## src/wssf_pkg.sv

```systemverilog
// Package for the weight smoothing and stability filter.
// Holds shared widths, register codes, reset values and the configuration struct.
// No dependencies.
`default_nettype none

package wssf_pkg;

	// Sample and result width, 1/16 gram units
	localparam int WEIGHT_W = 32;

	// Averaging taps; must be a power of two so the mean is an arithmetic shift
	localparam int AVG_TAPS  = 2;
	localparam int AVG_SHIFT = $clog2(AVG_TAPS);
	localparam int SUM_W     = WEIGHT_W + AVG_SHIFT;

	// Smoother arithmetic widths
	localparam int COEF_W = 18;
	localparam int PROD_W = COEF_W + WEIGHT_W;
	localparam int MIX_W  = PROD_W + 1;
	localparam int FRAC_W = 16;

	// Stable counter
	localparam int CNT_W = 4;

	// APB register map
	localparam int ADDR_W = 4;
	localparam int DATA_W = 32;
	localparam int IDX_W  = 2;

	localparam logic [IDX_W-1:0] REG_ALPHA     = 2'd0;
	localparam logic [IDX_W-1:0] REG_THRESHOLD = 2'd1;
	localparam logic [IDX_W-1:0] REG_LIMIT     = 2'd2;

	localparam logic [15:0]      ALPHA_RESET     = 16'd42598;
	localparam logic [15:0]      THRESHOLD_RESET = 16'd48;
	localparam logic [CNT_W-1:0] LIMIT_RESET     = 4'd2;

	typedef struct packed {
		logic [15:0]      alpha;
		logic [15:0]      threshold;
		logic [CNT_W-1:0] limit;
	} cfg_t;

endpackage

`default_nettype wire

```

## src/wssf_cfg.sv

```systemverilog
// APB register block for the filter: smoothing weight, stability threshold and limit.
// Depends on wssf_pkg.
`default_nettype none

module wssf_cfg (
	input  wire logic                         clk,
	input  wire logic                         arst_n,
	input  wire logic                         psel,
	input  wire logic                         penable,
	input  wire logic                         pwrite,
	input  wire logic [wssf_pkg::ADDR_W-1:0]  paddr,
	input  wire logic [wssf_pkg::DATA_W-1:0]  pwdata,
	output logic      [wssf_pkg::DATA_W-1:0]  prdata,
	output logic                              pready,
	output wssf_pkg::cfg_t                    cfg
);

	wssf_pkg::cfg_t cfg_q;
	logic [wssf_pkg::IDX_W-1:0] idx;
	logic wr_en;

	assign idx    = paddr[wssf_pkg::ADDR_W-1:2];
	assign wr_en  = psel && penable && pwrite;
	assign pready = 1'b1;
	assign cfg    = cfg_q;

	// Write a register on the access phase; unknown addresses are dropped
	always_ff @(posedge clk or negedge arst_n) begin
		if (!arst_n) begin
			cfg_q.alpha     <= wssf_pkg::ALPHA_RESET;
			cfg_q.threshold <= wssf_pkg::THRESHOLD_RESET;
			cfg_q.limit     <= wssf_pkg::LIMIT_RESET;
		end else if (wr_en) begin
			unique case (idx)
				wssf_pkg::REG_ALPHA:     cfg_q.alpha     <= pwdata[15:0];
				wssf_pkg::REG_THRESHOLD: cfg_q.threshold <= pwdata[15:0];
				wssf_pkg::REG_LIMIT:     cfg_q.limit     <= pwdata[wssf_pkg::CNT_W-1:0];
				default: ;
			endcase
		end
	end

	// Read back the addressed register
	always_comb begin
		unique case (idx)
			wssf_pkg::REG_ALPHA:     prdata = {16'd0, cfg_q.alpha};
			wssf_pkg::REG_THRESHOLD: prdata = {16'd0, cfg_q.threshold};
			wssf_pkg::REG_LIMIT:
				prdata = {{(wssf_pkg::DATA_W-wssf_pkg::CNT_W){1'b0}}, cfg_q.limit};
			default:                 prdata = '0;
		endcase
	end

endmodule

`default_nettype wire

```

## src/wssf_mean.sv

```systemverilog
// Input stage: sample history taps and the running mean register.
// Depends on wssf_pkg.
`default_nettype none

module wssf_mean (
	input  wire logic                                clk,
	input  wire logic                                arst_n,
	input  wire logic                                in_valid,
	output logic                                     in_ready,
	input  wire logic signed [wssf_pkg::WEIGHT_W-1:0] raw_weight,
	output logic                                     mean_valid,
	input  wire logic                                mean_free,
	output logic signed [wssf_pkg::WEIGHT_W-1:0]     mean
);

	logic signed [wssf_pkg::WEIGHT_W-1:0] taps_q   [wssf_pkg::AVG_TAPS];
	logic signed [wssf_pkg::WEIGHT_W-1:0] taps_nxt [wssf_pkg::AVG_TAPS];
	logic signed [wssf_pkg::SUM_W-1:0]    sum;
	logic signed [wssf_pkg::SUM_W-1:0]    sum_sh;
	logic signed [wssf_pkg::WEIGHT_W-1:0] mean_s1;
	logic                                 valid_s1;
	logic                                 accept;

	// Stage 1 can take a sample when empty or when its item moves on
	assign in_ready = !valid_s1 || mean_free;
	assign accept   = in_valid && in_ready;

	// Shift the new sample into the taps and add them all up
	always_comb begin
		taps_nxt[0] = raw_weight;
		for (int i = 1; i < wssf_pkg::AVG_TAPS; i++) begin
			taps_nxt[i] = taps_q[i-1];
		end
		sum = '0;
		for (int i = 0; i < wssf_pkg::AVG_TAPS; i++) begin
			sum = sum + wssf_pkg::SUM_W'(taps_nxt[i]);
		end
		sum_sh = sum >>> wssf_pkg::AVG_SHIFT;
	end

	// Hold the taps; reset clears the history to zero
	always_ff @(posedge clk or negedge arst_n) begin
		if (!arst_n) begin
			for (int i = 0; i < wssf_pkg::AVG_TAPS; i++) begin
				taps_q[i] <= '0;
			end
			valid_s1 <= 1'b0;
		end else begin
			if (accept) begin
				for (int i = 0; i < wssf_pkg::AVG_TAPS; i++) begin
					taps_q[i] <= taps_nxt[i];
				end
			end
			if (in_ready) begin
				valid_s1 <= in_valid;
			end
		end
	end

	// Floored mean of the taps
	always_ff @(posedge clk) begin
		if (accept) begin
			mean_s1 <= sum_sh[wssf_pkg::WEIGHT_W-1:0];
		end
	end

	assign mean_valid = valid_s1;
	assign mean       = mean_s1;

endmodule

`default_nettype wire

```

## src/wssf_smooth.sv

```systemverilog
// Exponential smoother stage: blends the mean into the smoothed value, Q0.16 weight.
// Depends on wssf_pkg.
`default_nettype none

module wssf_smooth (
	input  wire logic                                 clk,
	input  wire logic                                 arst_n,
	input  wire logic                                 mean_valid,
	output logic                                      mean_free,
	input  wire logic signed [wssf_pkg::WEIGHT_W-1:0] mean,
	input  wire logic [15:0]                          alpha,
	output logic                                      smooth_valid,
	input  wire logic                                 smooth_free,
	output logic signed [wssf_pkg::WEIGHT_W-1:0]      smooth_value,
	output logic signed [wssf_pkg::WEIGHT_W-1:0]      prior_value
);

	logic signed [wssf_pkg::WEIGHT_W-1:0] smoothed_q;
	logic signed [wssf_pkg::WEIGHT_W-1:0] smooth_s2;
	logic signed [wssf_pkg::WEIGHT_W-1:0] prior_s2;
	logic                                 valid_s2;
	logic signed [wssf_pkg::COEF_W-1:0]   alpha_c;
	logic signed [wssf_pkg::COEF_W-1:0]   keep_c;
	logic signed [wssf_pkg::PROD_W-1:0]   prod_new;
	logic signed [wssf_pkg::PROD_W-1:0]   prod_old;
	logic signed [wssf_pkg::MIX_W-1:0]    mixed;
	logic signed [wssf_pkg::WEIGHT_W-1:0] smoothed_nxt;
	logic                                 load;

	assign mean_free = smooth_free;
	assign load      = mean_valid && smooth_free;

	// Weighted blend of the new mean and the held value, floored by the shift
	always_comb begin
		alpha_c      = {2'b00, alpha};
		keep_c       = wssf_pkg::COEF_W'(65536) - alpha_c;
		prod_new     = wssf_pkg::PROD_W'(alpha_c) * wssf_pkg::PROD_W'(mean);
		prod_old     = wssf_pkg::PROD_W'(keep_c) * wssf_pkg::PROD_W'(smoothed_q);
		mixed        = wssf_pkg::MIX_W'(prod_new) + wssf_pkg::MIX_W'(prod_old);
		smoothed_nxt = mixed[wssf_pkg::FRAC_W +: wssf_pkg::WEIGHT_W];
	end

	// Smoother state and stage valid
	always_ff @(posedge clk or negedge arst_n) begin
		if (!arst_n) begin
			smoothed_q <= '0;
			valid_s2   <= 1'b0;
		end else begin
			if (load) begin
				smoothed_q <= smoothed_nxt;
			end
			if (smooth_free) begin
				valid_s2 <= mean_valid;
			end
		end
	end

	// Carry the new and previous smoothed values to the stability check
	always_ff @(posedge clk) begin
		if (load) begin
			smooth_s2 <= smoothed_nxt;
			prior_s2  <= smoothed_q;
		end
	end

	assign smooth_valid = valid_s2;
	assign smooth_value = smooth_s2;
	assign prior_value  = prior_s2;

endmodule

`default_nettype wire

```

## src/wssf_stable.sv

```systemverilog
// Stability check: change magnitude against threshold, stable counter, result register.
// Depends on wssf_pkg.
`default_nettype none

module wssf_stable (
	input  wire logic                                 clk,
	input  wire logic                                 arst_n,
	input  wire logic                                 smooth_valid,
	output logic                                      smooth_free,
	input  wire logic signed [wssf_pkg::WEIGHT_W-1:0] smooth_value,
	input  wire logic signed [wssf_pkg::WEIGHT_W-1:0] prior_value,
	input  wire logic [15:0]                          threshold,
	input  wire logic [wssf_pkg::CNT_W-1:0]           limit,
	output logic                                      out_valid,
	input  wire logic                                 out_ready,
	output logic signed [wssf_pkg::WEIGHT_W-1:0]      stable_weight
);

	localparam logic [wssf_pkg::CNT_W-1:0] CNT_MAX = '1;

	logic signed [wssf_pkg::WEIGHT_W:0]   diff;
	logic        [wssf_pkg::WEIGHT_W:0]   mag;
	logic                                 stable;
	logic        [wssf_pkg::CNT_W-1:0]    count_q;
	logic        [wssf_pkg::CNT_W-1:0]    count_nxt;
	logic                                 emit;
	logic                                 out_free;
	logic                                 move;
	logic                                 out_valid_q;
	logic signed [wssf_pkg::WEIGHT_W-1:0] weight_q;

	// Absolute change against the threshold, then the saturating count
	always_comb begin
		diff   = (wssf_pkg::WEIGHT_W+1)'(smooth_value) - (wssf_pkg::WEIGHT_W+1)'(prior_value);
		mag    = diff[wssf_pkg::WEIGHT_W] ? -diff : diff;
		stable = mag < {{(wssf_pkg::WEIGHT_W-15){1'b0}}, threshold};
		if (!stable) begin
			count_nxt = '0;
		end else if (count_q == CNT_MAX) begin
			count_nxt = count_q;
		end else begin
			count_nxt = count_q + wssf_pkg::CNT_W'(1);
		end
		emit = count_nxt >= limit;
	end

	// An item leaves stage 2 unless its result finds the output register full
	assign out_free    = !out_valid_q || out_ready;
	assign move        = smooth_valid && (!emit || out_free);
	assign smooth_free = !smooth_valid || move;

	always_ff @(posedge clk or negedge arst_n) begin
		if (!arst_n) begin
			count_q     <= '0;
			out_valid_q <= 1'b0;
		end else begin
			if (move) begin
				count_q <= emit ? '0 : count_nxt;
			end
			if (move && emit) begin
				out_valid_q <= 1'b1;
			end else if (out_ready) begin
				out_valid_q <= 1'b0;
			end
		end
	end

	// Result register: load on emit, hold while the receiver stalls
	always_ff @(posedge clk) begin
		if (move && emit) begin
			weight_q <= smooth_value;
		end
	end

	assign out_valid     = out_valid_q;
	assign stable_weight = weight_q;

endmodule

`default_nettype wire

```

## src/weight_smooth_stability_filter_core.sv

```systemverilog
// Top level of the load-cell weight smoothing and stability filter.
// Depends on wssf_pkg, wssf_cfg, wssf_mean, wssf_smooth and wssf_stable.
//
// Usage:
//   Input channel in_valid/in_ready carries raw_weight, signed 1/16 gram.
//   Output channel out_valid/out_ready carries stable_weight; a sample gives
//   at most one result, only once the smoothed value has stayed within the
//   threshold for the configured number of samples.
//   APB port holds smoothing_alpha (0x0), stable_threshold (0x4) and
//   stable_limit (0x8); pready is tied high, writes take effect at the access
//   phase and should be made only while the filter is idle.
// Timing:
//   Three register stages: mean, smoother, result register. A sample's result
//   is registered in each in turn before it shows on out_valid. One sample is
//   taken every cycle while in_ready is high; the smoother loop closes through
//   two 18x32 multipliers and an add.
// Reset: arst_n clears the history taps, smoothed value, stable count and all
//   valids, and loads the register defaults.
// Stall: while a result waits, stages behind it keep filling; in_ready drops
//   only when every stage holds an item and the head one has a result to give.
`default_nettype none

module weight_smooth_stability_filter_core (
	input  wire logic                                 clk,
	input  wire logic                                 arst_n,
	input  wire logic                                 psel,
	input  wire logic                                 penable,
	input  wire logic                                 pwrite,
	input  wire logic [wssf_pkg::ADDR_W-1:0]          paddr,
	input  wire logic [wssf_pkg::DATA_W-1:0]          pwdata,
	output logic      [wssf_pkg::DATA_W-1:0]          prdata,
	output logic                                      pready,
	input  wire logic                                 in_valid,
	output logic                                      in_ready,
	input  wire logic signed [wssf_pkg::WEIGHT_W-1:0] raw_weight,
	output logic                                      out_valid,
	input  wire logic                                 out_ready,
	output logic signed [wssf_pkg::WEIGHT_W-1:0]      stable_weight
);

	wssf_pkg::cfg_t                       cfg;
	logic                                 mean_valid;
	logic                                 mean_free;
	logic signed [wssf_pkg::WEIGHT_W-1:0] mean;
	logic                                 smooth_valid;
	logic                                 smooth_free;
	logic signed [wssf_pkg::WEIGHT_W-1:0] smooth_value;
	logic signed [wssf_pkg::WEIGHT_W-1:0] prior_value;

	// Configuration registers
	wssf_cfg u_cfg (
		.clk     (clk),
		.arst_n  (arst_n),
		.psel    (psel),
		.penable (penable),
		.pwrite  (pwrite),
		.paddr   (paddr),
		.pwdata  (pwdata),
		.prdata  (prdata),
		.pready  (pready),
		.cfg     (cfg)
	);

	// Stage 1: history taps and mean
	wssf_mean u_mean (
		.clk        (clk),
		.arst_n     (arst_n),
		.in_valid   (in_valid),
		.in_ready   (in_ready),
		.raw_weight (raw_weight),
		.mean_valid (mean_valid),
		.mean_free  (mean_free),
		.mean       (mean)
	);

	// Stage 2: exponential smoother
	wssf_smooth u_smooth (
		.clk          (clk),
		.arst_n       (arst_n),
		.mean_valid   (mean_valid),
		.mean_free    (mean_free),
		.mean         (mean),
		.alpha        (cfg.alpha),
		.smooth_valid (smooth_valid),
		.smooth_free  (smooth_free),
		.smooth_value (smooth_value),
		.prior_value  (prior_value)
	);

	// Stage 3: stability count and result register
	wssf_stable u_stable (
		.clk           (clk),
		.arst_n        (arst_n),
		.smooth_valid  (smooth_valid),
		.smooth_free   (smooth_free),
		.smooth_value  (smooth_value),
		.prior_value   (prior_value),
		.threshold     (cfg.threshold),
		.limit         (cfg.limit),
		.out_valid     (out_valid),
		.out_ready     (out_ready),
		.stable_weight (stable_weight)
	);

	// A transferred sample always lands in the mean stage
	a_accept_lands: assert property (@(posedge clk) disable iff (!arst_n)
		in_valid && in_ready |=> mean_valid)
		else $error("accepted sample missing from mean stage");

	// A blocked smoother item holds its value
	a_smooth_hold: assert property (@(posedge clk) disable iff (!arst_n)
		smooth_valid && !smooth_free |=> smooth_valid && $stable(smooth_value))
		else $error("stalled smoother item changed");

	// A taken result is not shown again without a new item behind it
	a_no_repeat: assert property (@(posedge clk) disable iff (!arst_n)
		out_valid && out_ready && !smooth_valid |=> !out_valid)
		else $error("result repeated after transfer");

endmodule

`default_nettype wire

```

## config.mk

```make
export PLATFORM = sky130hd
export DESIGN_NAME = weight_smooth_stability_filter_core
export DESIGN_NICKNAME = d
export VERILOG_FILES = /design/src/wssf_pkg.sv /design/src/wssf_cfg.sv /design/src/wssf_mean.sv /design/src/wssf_smooth.sv /design/src/wssf_stable.sv /design/src/weight_smooth_stability_filter_core.sv
export SDC_FILE = /design/constraint.sdc
export NUM_CORES = 2
export LEC_CHECK = 0
export ABC_CLOCK_PERIOD_IN_PS = 27200
export BUFFER_PORTS_ARGS = -buffer_cell sky130_fd_sc_hd__buf_4
export CORE_MARGIN = 2
export CORE_UTILIZATION = 30
export CTS_CLUSTER_DIAMETER = 40
export CTS_CLUSTER_SIZE = 40
export DETAILED_ROUTE_END_ITERATION = 6
export RECOVER_POWER = 25
export SLEW_MARGIN = 20
export SYNTH_ARGS = -nofsm -noshare
export SYNTH_HDL_FRONTEND = slang
export SYNTH_SLANG_ARGS = --single-unit
```

## constraint.sdc

```tcl
create_clock -name clk -period 27.2 [get_ports clk]
set_clock_uncertainty 0.2 [all_clocks]
set_input_delay 1.36 -clock clk [delete_from_list [all_inputs] [get_ports clk]]
set_output_delay 1.36 -clock clk [all_outputs]
set_load 0.05 [all_outputs]
```

Word-level counts from Yosys, hierarchy flattened
Index checks and enable logic that the tools add are counted.
{"block": "classes", "eq_ne": 3, "mul": 2, "n_mux": 7, "reduce_logical": 19, "order_cmp": 2, "bitwise": 0, "n_shift": 0, "div_mod_pow": 0, "addsub": 6}
{"op": "48-bit adder", "n": 1}
{"op": "17-bit by 32-bit multiplier with 48-bit output", "n": 1}
{"op": "18-bit by 32-bit multiplier with 48-bit output", "n": 1}
{"op": "16-bit one-hot mux with 3 select lines", "n": 1}
{"op": "32-bit by 32-bit adder with 33-bit output", "n": 1}
{"op": "33-bit by 16-bit < comparator with 1-bit output", "n": 1}
{"op": "33-bit 2-to-1 mux", "n": 1}
{"op": "33-bit negation", "n": 1}
{"op": "32-bit by 32-bit subtractor with 33-bit output", "n": 1}
{"op": "17-bit by 16-bit subtractor with 18-bit output (first input constant)", "n": 1}
{"op": "4-bit 2-to-1 mux", "n": 3}
{"op": "1-bit logical AND", "n": 6}
{"op": "2-bit AND reduction", "n": 3}
{"op": "4-bit by 1-bit adder with 4-bit output (second input constant)", "n": 1}
{"op": "4-bit equality test (second input constant)", "n": 1}
{"op": "4-bit greater-or-equal comparator", "n": 1}
{"op": "1-bit zero test", "n": 4}
{"op": "1-bit logical OR", "n": 4}
{"op": "2-bit by 1-bit equality test with 1-bit output (second input constant)", "n": 1}
{"op": "2-bit equality test (second input constant)", "n": 1}
{"op": "2-bit zero test", "n": 1}
{"op": "1-bit 2-to-1 mux", "n": 2}
{"op": "2-bit nonzero test", "n": 1}
{"block": "totals", "ram_bits": 0, "ff_bits": 235, "rom_bits": 0, "wordCells": 52, "n_memories": 0, "latchBits": 0, "output_inout_bits": 67, "in_bits": 75}

Logic depth before layout (Yosys ltp)
{"block": "depth", "word_depth": 12, "ltp_mapped": 40, "ltp_nobuf": 37}

Cells and area by module
From an unflattened synthesis, not the netlist that was laid out.
{"block": "unflattened", "hier_cells": 5348, "hier_area_um2": 50568.5}
{"mod": "wssf_smooth", "cells_each": 4201, "area_each_um2": 39545.4, "seq_area_each_um2": 2747.6, "instances": 1}
{"mod": "wssf_stable", "cells_each": 667, "area_each_um2": 5358.9, "seq_area_each_um2": 1086.0, "instances": 1}
{"mod": "wssf_mean", "cells_each": 341, "area_each_um2": 3828.7, "seq_area_each_um2": 1786.7, "instances": 1}
{"mod": "wssf_cfg", "cells_each": 139, "area_each_um2": 1835.5, "seq_area_each_um2": 914.6, "instances": 1}

Worst setup path before layout
Ideal clock, no wire load.
{"block": "synth_path", "path_kind": "register to register", "start": "register u_smooth.smooth_s2, in the netlist u_smooth.smooth_value[0]", "end": "register u_smooth.smoothed_q[23] in the netlist's numbering", "synth_period_minus_slack_ns": 9.254, "setup_ns": 0.130, "path_stages_with_launch": 38, "n_path_buf": 2, "t_required_ns": 26.870, "setup_slack_ns": 17.946, "arrival_ns": 8.924, "cell_sequence": "edfxtp_1 inv_1 ha_1 inv_1 fa_1 a211oi_2 o21ai_1 nand4_1 a21oi_1 o311ai_1 a21oi_1 nor2_1 clkbuf_1 o31ai_1 xnor2_1 ha_1 nand3_1 nor2_1 (+2 left out) a31oi_1 o21ai_0 nand2b_1 a2111oi_2 o211ai_1 or3_1 o21bai_1 ha_1 nand2b_1 a21o_1 a21o_1 a21o_1 nand2_1 or2_2 nand2_1 inv_1 buf_1 mux2_2"}
{"block": "synth_between", "elab_chain_cells": 11}
{"element": "start: declaration", "line_no": "wssf_smooth.sv:19", "text": "logic signed [wssf_pkg::WEIGHT_W-1:0] smooth_s2;"}
{"element": "start signal: assignment", "line_no": "wssf_smooth.sv:61", "text": "smooth_s2 <= smoothed_nxt;"}
{"element": "32-bit by 32-bit subtractor with 33-bit output (*)", "line_no": "wssf_stable.sv:34", "text": "diff = (wssf_pkg::WEIGHT_W+1)'(smooth_value) - (wssf_pkg::WEIGHT_W+1)'(prior_value);"}
{"element": "33-bit negation", "line_no": "wssf_stable.sv:35", "text": "mag = diff[wssf_pkg::WEIGHT_W] ? -diff : diff;"}
{"element": "33-bit 2-to-1 mux (*)", "line_no": "wssf_stable.sv:35"}
{"element": "33-bit by 16-bit < comparator with 1-bit output (*)", "line_no": "wssf_stable.sv:36", "text": "stable = mag < {{(wssf_pkg::WEIGHT_W-15){1'b0}}, threshold};"}
{"element": "4-bit 2-to-1 mux (*)", "line_no": "wssf_stable.sv:37", "text": "if (!stable) begin"}
{"element": "4-bit greater-or-equal comparator (*)", "line_no": "wssf_stable.sv:44", "text": "emit = count_nxt >= limit;"}
{"element": "1-bit zero test (*)", "line_no": "wssf_stable.sv:49", "text": "assign move = smooth_valid && (!emit || out_free);"}
{"element": "1-bit logical OR (*)", "line_no": "wssf_stable.sv:49"}
{"element": "1-bit logical AND (*)", "line_no": "wssf_stable.sv:49"}
{"element": "1-bit logical OR (*)", "line_no": "wssf_stable.sv:50", "text": "assign smooth_free = !smooth_valid || move;"}
{"element": "1-bit logical AND (*)", "line_no": "wssf_smooth.sv:31", "text": "assign load = mean_valid && smooth_free;"}
{"element": "via u_smooth.load", "line_no": "wssf_smooth.sv:28", "text": "logic load;"}
{"element": "end signal: assignment", "line_no": "wssf_smooth.sv:50", "text": "smoothed_q <= smoothed_nxt;"}
{"element": "end: declaration", "line_no": "wssf_smooth.sv:18", "text": "logic signed [wssf_pkg::WEIGHT_W-1:0] smoothed_q;"}
Mark *: on every way through the listed nets, which the timed path passes. The rest lies on a longest branch.
A chain may end at the register's enable or synchronous reset.

Worst setup path after layout
{"block": "layout_path", "start": "register, netlist name u_cfg.cfg[25]", "end": "register u_smooth.smoothed_q[31] in the netlist's numbering"}
{"block": "layout_between", "elab_chain_cells": 3, "word_cells_on_any_way": 4, "cone_classes": "add/sub (2); mul (2)"}
{"element": "17-bit by 16-bit subtractor with 18-bit output", "line_no": "wssf_smooth.sv:36", "text": "keep_c = wssf_pkg::COEF_W'(65536) - alpha_c;"}
{"element": "18-bit by 32-bit multiplier with 48-bit output", "line_no": "wssf_smooth.sv:38", "text": "prod_old = wssf_pkg::PROD_W'(keep_c) * wssf_pkg::PROD_W'(smoothed_q);"}
{"element": "48-bit adder (*)", "line_no": "wssf_smooth.sv:39", "text": "mixed = wssf_pkg::MIX_W'(prod_new) + wssf_pkg::MIX_W'(prod_old);"}
{"element": "via u_smooth.mixed (one bit)", "line_no": "wssf_smooth.sv:26", "text": "logic signed [wssf_pkg::MIX_W-1:0] mixed;"}
Marks and branches as above.

==> results.py <==
metrics = {
    "synthesis": {
        "synth_edf_count": 128,
        "synth_area_leaders": "fa_1 (44%), inv_1 (9.7%), edfxtp_1 (7.9%), ha_1 (7.1%), and2_1 (5.7%)",
        "synth.distinct_cells": 91,
        "synthCells": 5090,
        "yosys_warnings": 0,
        "yosys.area.top_type": "fa_1",
        "ys_ff_latch": 235,
        "synth_flop_cell": "edfxtp_1",
        "synth.yosys.seq_area_share_pct": 13.4,
        "synth.cell_area_sq_um": 48800,
        "synth.avg_cell_area_sq_um": 9.59,
        "yosys.area.top_type_share_pct": 44.1,
        "async_reset_ff_share_pct": 45.5,
    },
    "floorplan": {
        "die_w_microns": 407,
        "dieHeight_microns": 407,
        "die_area_sq_um": 166000,
        "rows": 148,
        "core-area_sq_um": 162000,
        "start_util_pct": 30.1,
        "io_pins": 142,
    },
    "setup_path": {
        "required_ns": 27.50,
        "path_class": "reg -> reg",
        "slowest_stage": "xnor2_4",
        "cp_common_cell": "fa_1",
        "cp-end-kind": "register",
        "cp.arrival_ns": 11.12,
        "start_kind": "register",
        "crit_path_max_fanout": 36,
        "worst_path_largest_cell_delay_ns": 0.82,
    },
    "clock_tree": {
        "cts_setup_buffers": 0,
        "cts_tree": "yes",
        "cts_buffer_depth": 3,
        "insertion_delay_ns": 0.64,
        "htree_levels": 2,
        "cts.sinks": 235,
        "cts_inserted_buffers": 43,
        "clk_pin_slew_ns": 0.06,
        "ctsResizeCount": 0,
        "root_buffer": "clkbuf_16",
        "ctsHoldBuffers": 0,
    },
    "sta": {
        "setup_violations": 0,
        "period_share_pct": 39.8,
        "clock.fmax_mhz": 92.4,
        "slew_headroom_pct": -99.0,
        "rsz0062_at_grt": "false",
        "hold_violations": 0,
        "setup_tns_ns": 0,
        "final.min_clock_period_ns": 10.82,
        "worst_pin_slew_ns": 2.99,
        "drv_slew": 40,
    },
    "cells_and_area": {
        "drive_above_1_share_pct": 7.10,
        "fin_area_sq_um": 53400,
        "nets": 6489,
        "syn2layout_area_growth_pct": 9.34,
        "post-route-util_pct": 32.9,
    },
    "global_route": {
        "busiest_layer": "met2",
        "grt_pass1_wl_mm": 201,
        "grt_use_met3_pct": 3.66,
        "antenna_found_initial": 17,
        "track_usage_pct": 15.2,
        "grtUsageMet1_pct": 20.5,
        "grt_max_degree": 70,
        "grt_use_met2_pct": 24.4,
        "grt-ovfl-total": 0,
        "grt_pass1_vias": 36200,
    },
    "placement": {
        "dp_hpwl_mm": 102,
        "dpl_cell_area_sq_um": 51900,
        "portBuffers": 106,
        "gp_congestion": 0.855,
    },
    "drt": {
        "routed_wl_mm": 121,
        "vias_per_cell": 4.54,
        "wl_per_cell_microns": 16.7,
        "drc_errors": 0,
        "antenna_left": 0,
        "initialDrtViolationCount": 1588,
        "vias": 33000,
        "first_pass_iters": 5,
    },
    "worst_hold_path": {
        "min_path_type": "reg -> reg",
    },
    "status": {
        "violations": "max-capacitance violations, max-slew violations",
        "status": "finished with violations",
    },
    "job": {
        "maxCapViolCount": 1,
    },
}
[synthesized netlist by cell type, types with 66 or more instances]
cell      count
nor2_1      101
inv_1      1260
xnor2_1      98
fa_1       1076
a21oi_1      76
clkbuf_1    197
edfxtp_1    128
ha_1        276
mux2_2       82
dfrtp_1      96
and2_1      445
o21ai_0      66
nand2_1     685
[cells by family after synthesis]
group	Yosys count	synth area share (%)
AOI/OAI and AO/OA	310	4.33
xor gates and xnor gates	136	2.44
adders and majority gates	1352	51.2
other	2	0.0154
DFF	235	13.4
and+or+nand+nor	1454	14.6
muxes	102	2.30
buffers and inverters	1499	11.7
[critical path: cells and delay by family, from the launching register on]
kind                     cells  cell delay [ns]
AO/OA/AOI/OAI                5             2.00
XOR/XNOR                     2             1.00
adder cells (fa/ha/maj)      9             4.27
buffers and inverters        4             0.80
flip-flops                   1             0.51
multiplexers                 1             0.27
AND/OR/NAND/NOR              9             1.64
[sequential cells by signal (all words and copies together), names as in the netlist]
| name | flops |
|---|---|
| u_cfg.cfg | 36 |
| u_mean.mean | 32 |
| u_mean.mean_valid | 1 |
| u_mean.taps_nxt | 32 |
| u_smooth.prior_value | 32 |
| u_smooth.smooth_valid | 1 |
| u_smooth.smooth_value | 32 |
| u_smooth.smoothed_q | 32 |
| u_stable.count_q | 4 |
| u_stable.out_valid | 1 |
| u_stable.stable_weight | 32 |
[layout by cell type (no fill, tap or decap), drive strengths merged, types with 72 or more instances in the layout]
| master | n |
|---|---|
| nand2 | 685 |
| ha | 276 |
| a21oi | 76 |
| and2 | 446 |
| xnor2 | 98 |
| dfrtp | 96 |
| inv | 1268 |
| buf | 138 |
| edfxtp | 128 |
| fa | 1076 |
| mux2 | 82 |
| o21ai | 72 |
| nor2 | 101 |
[final cells by class]
| type | instances | area [sq um] |
|---|---|---|
| clock buffer | 47 | 1100 |
| timing repair buffer | 151 | 1080 |
| inverter | 1260 | 4730 |
| antenna | 1 | 2.50 |
| multi-input combinational | 3371 | 36800 |
| sequential | 235 | 6540 |
| clock inverter | 33 | 394 |
| fill | 16600 | 109000 |
| tap | 2175 | 2720 |
[routing by layer]
metal  up-vias  part of all wire [%]
li1      15000                     -
met1     17000                    44
met2       847                    46
met3       163                   7.7
met4        30                   2.1
met5         -                  0.17
[through the flow]
stage,cells,hold slack (ns),setup slack [ns]
after global routing,7272,0.290,15.72
final,7273,0.279,16.38
after floorplan,5105,0.223,17.95
after CTS,7272,0.285,16.26
after detailed placement,7192,0.275,16.34
after global placement,7192,0.275,16.33
[worst paths after layout]
check                                           from                    endpoint  slack, ns  cells past startpoint
max                                    u_cfg.cfg[25]     u_smooth.smoothed_q[31]      16.38                     30
min                        u_smooth.smooth_value[28]  u_stable.stable_weight[28]       0.28                      0
max reg2reg                            u_cfg.cfg[25]     u_smooth.smoothed_q[31]      16.38                     30
min reg2reg                u_smooth.smooth_value[28]  u_stable.stable_weight[28]       0.28                      0
max in group asynchronous                     arst_n               u_cfg.cfg[20]      23.01                      2
min in group asynchronous                     arst_n      u_smooth.smoothed_q[0]       1.52                      1
Power is left out: the tool's default activity adds up to more than one toggle a clock period on the data nets, which glitch-free logic cannot reach.
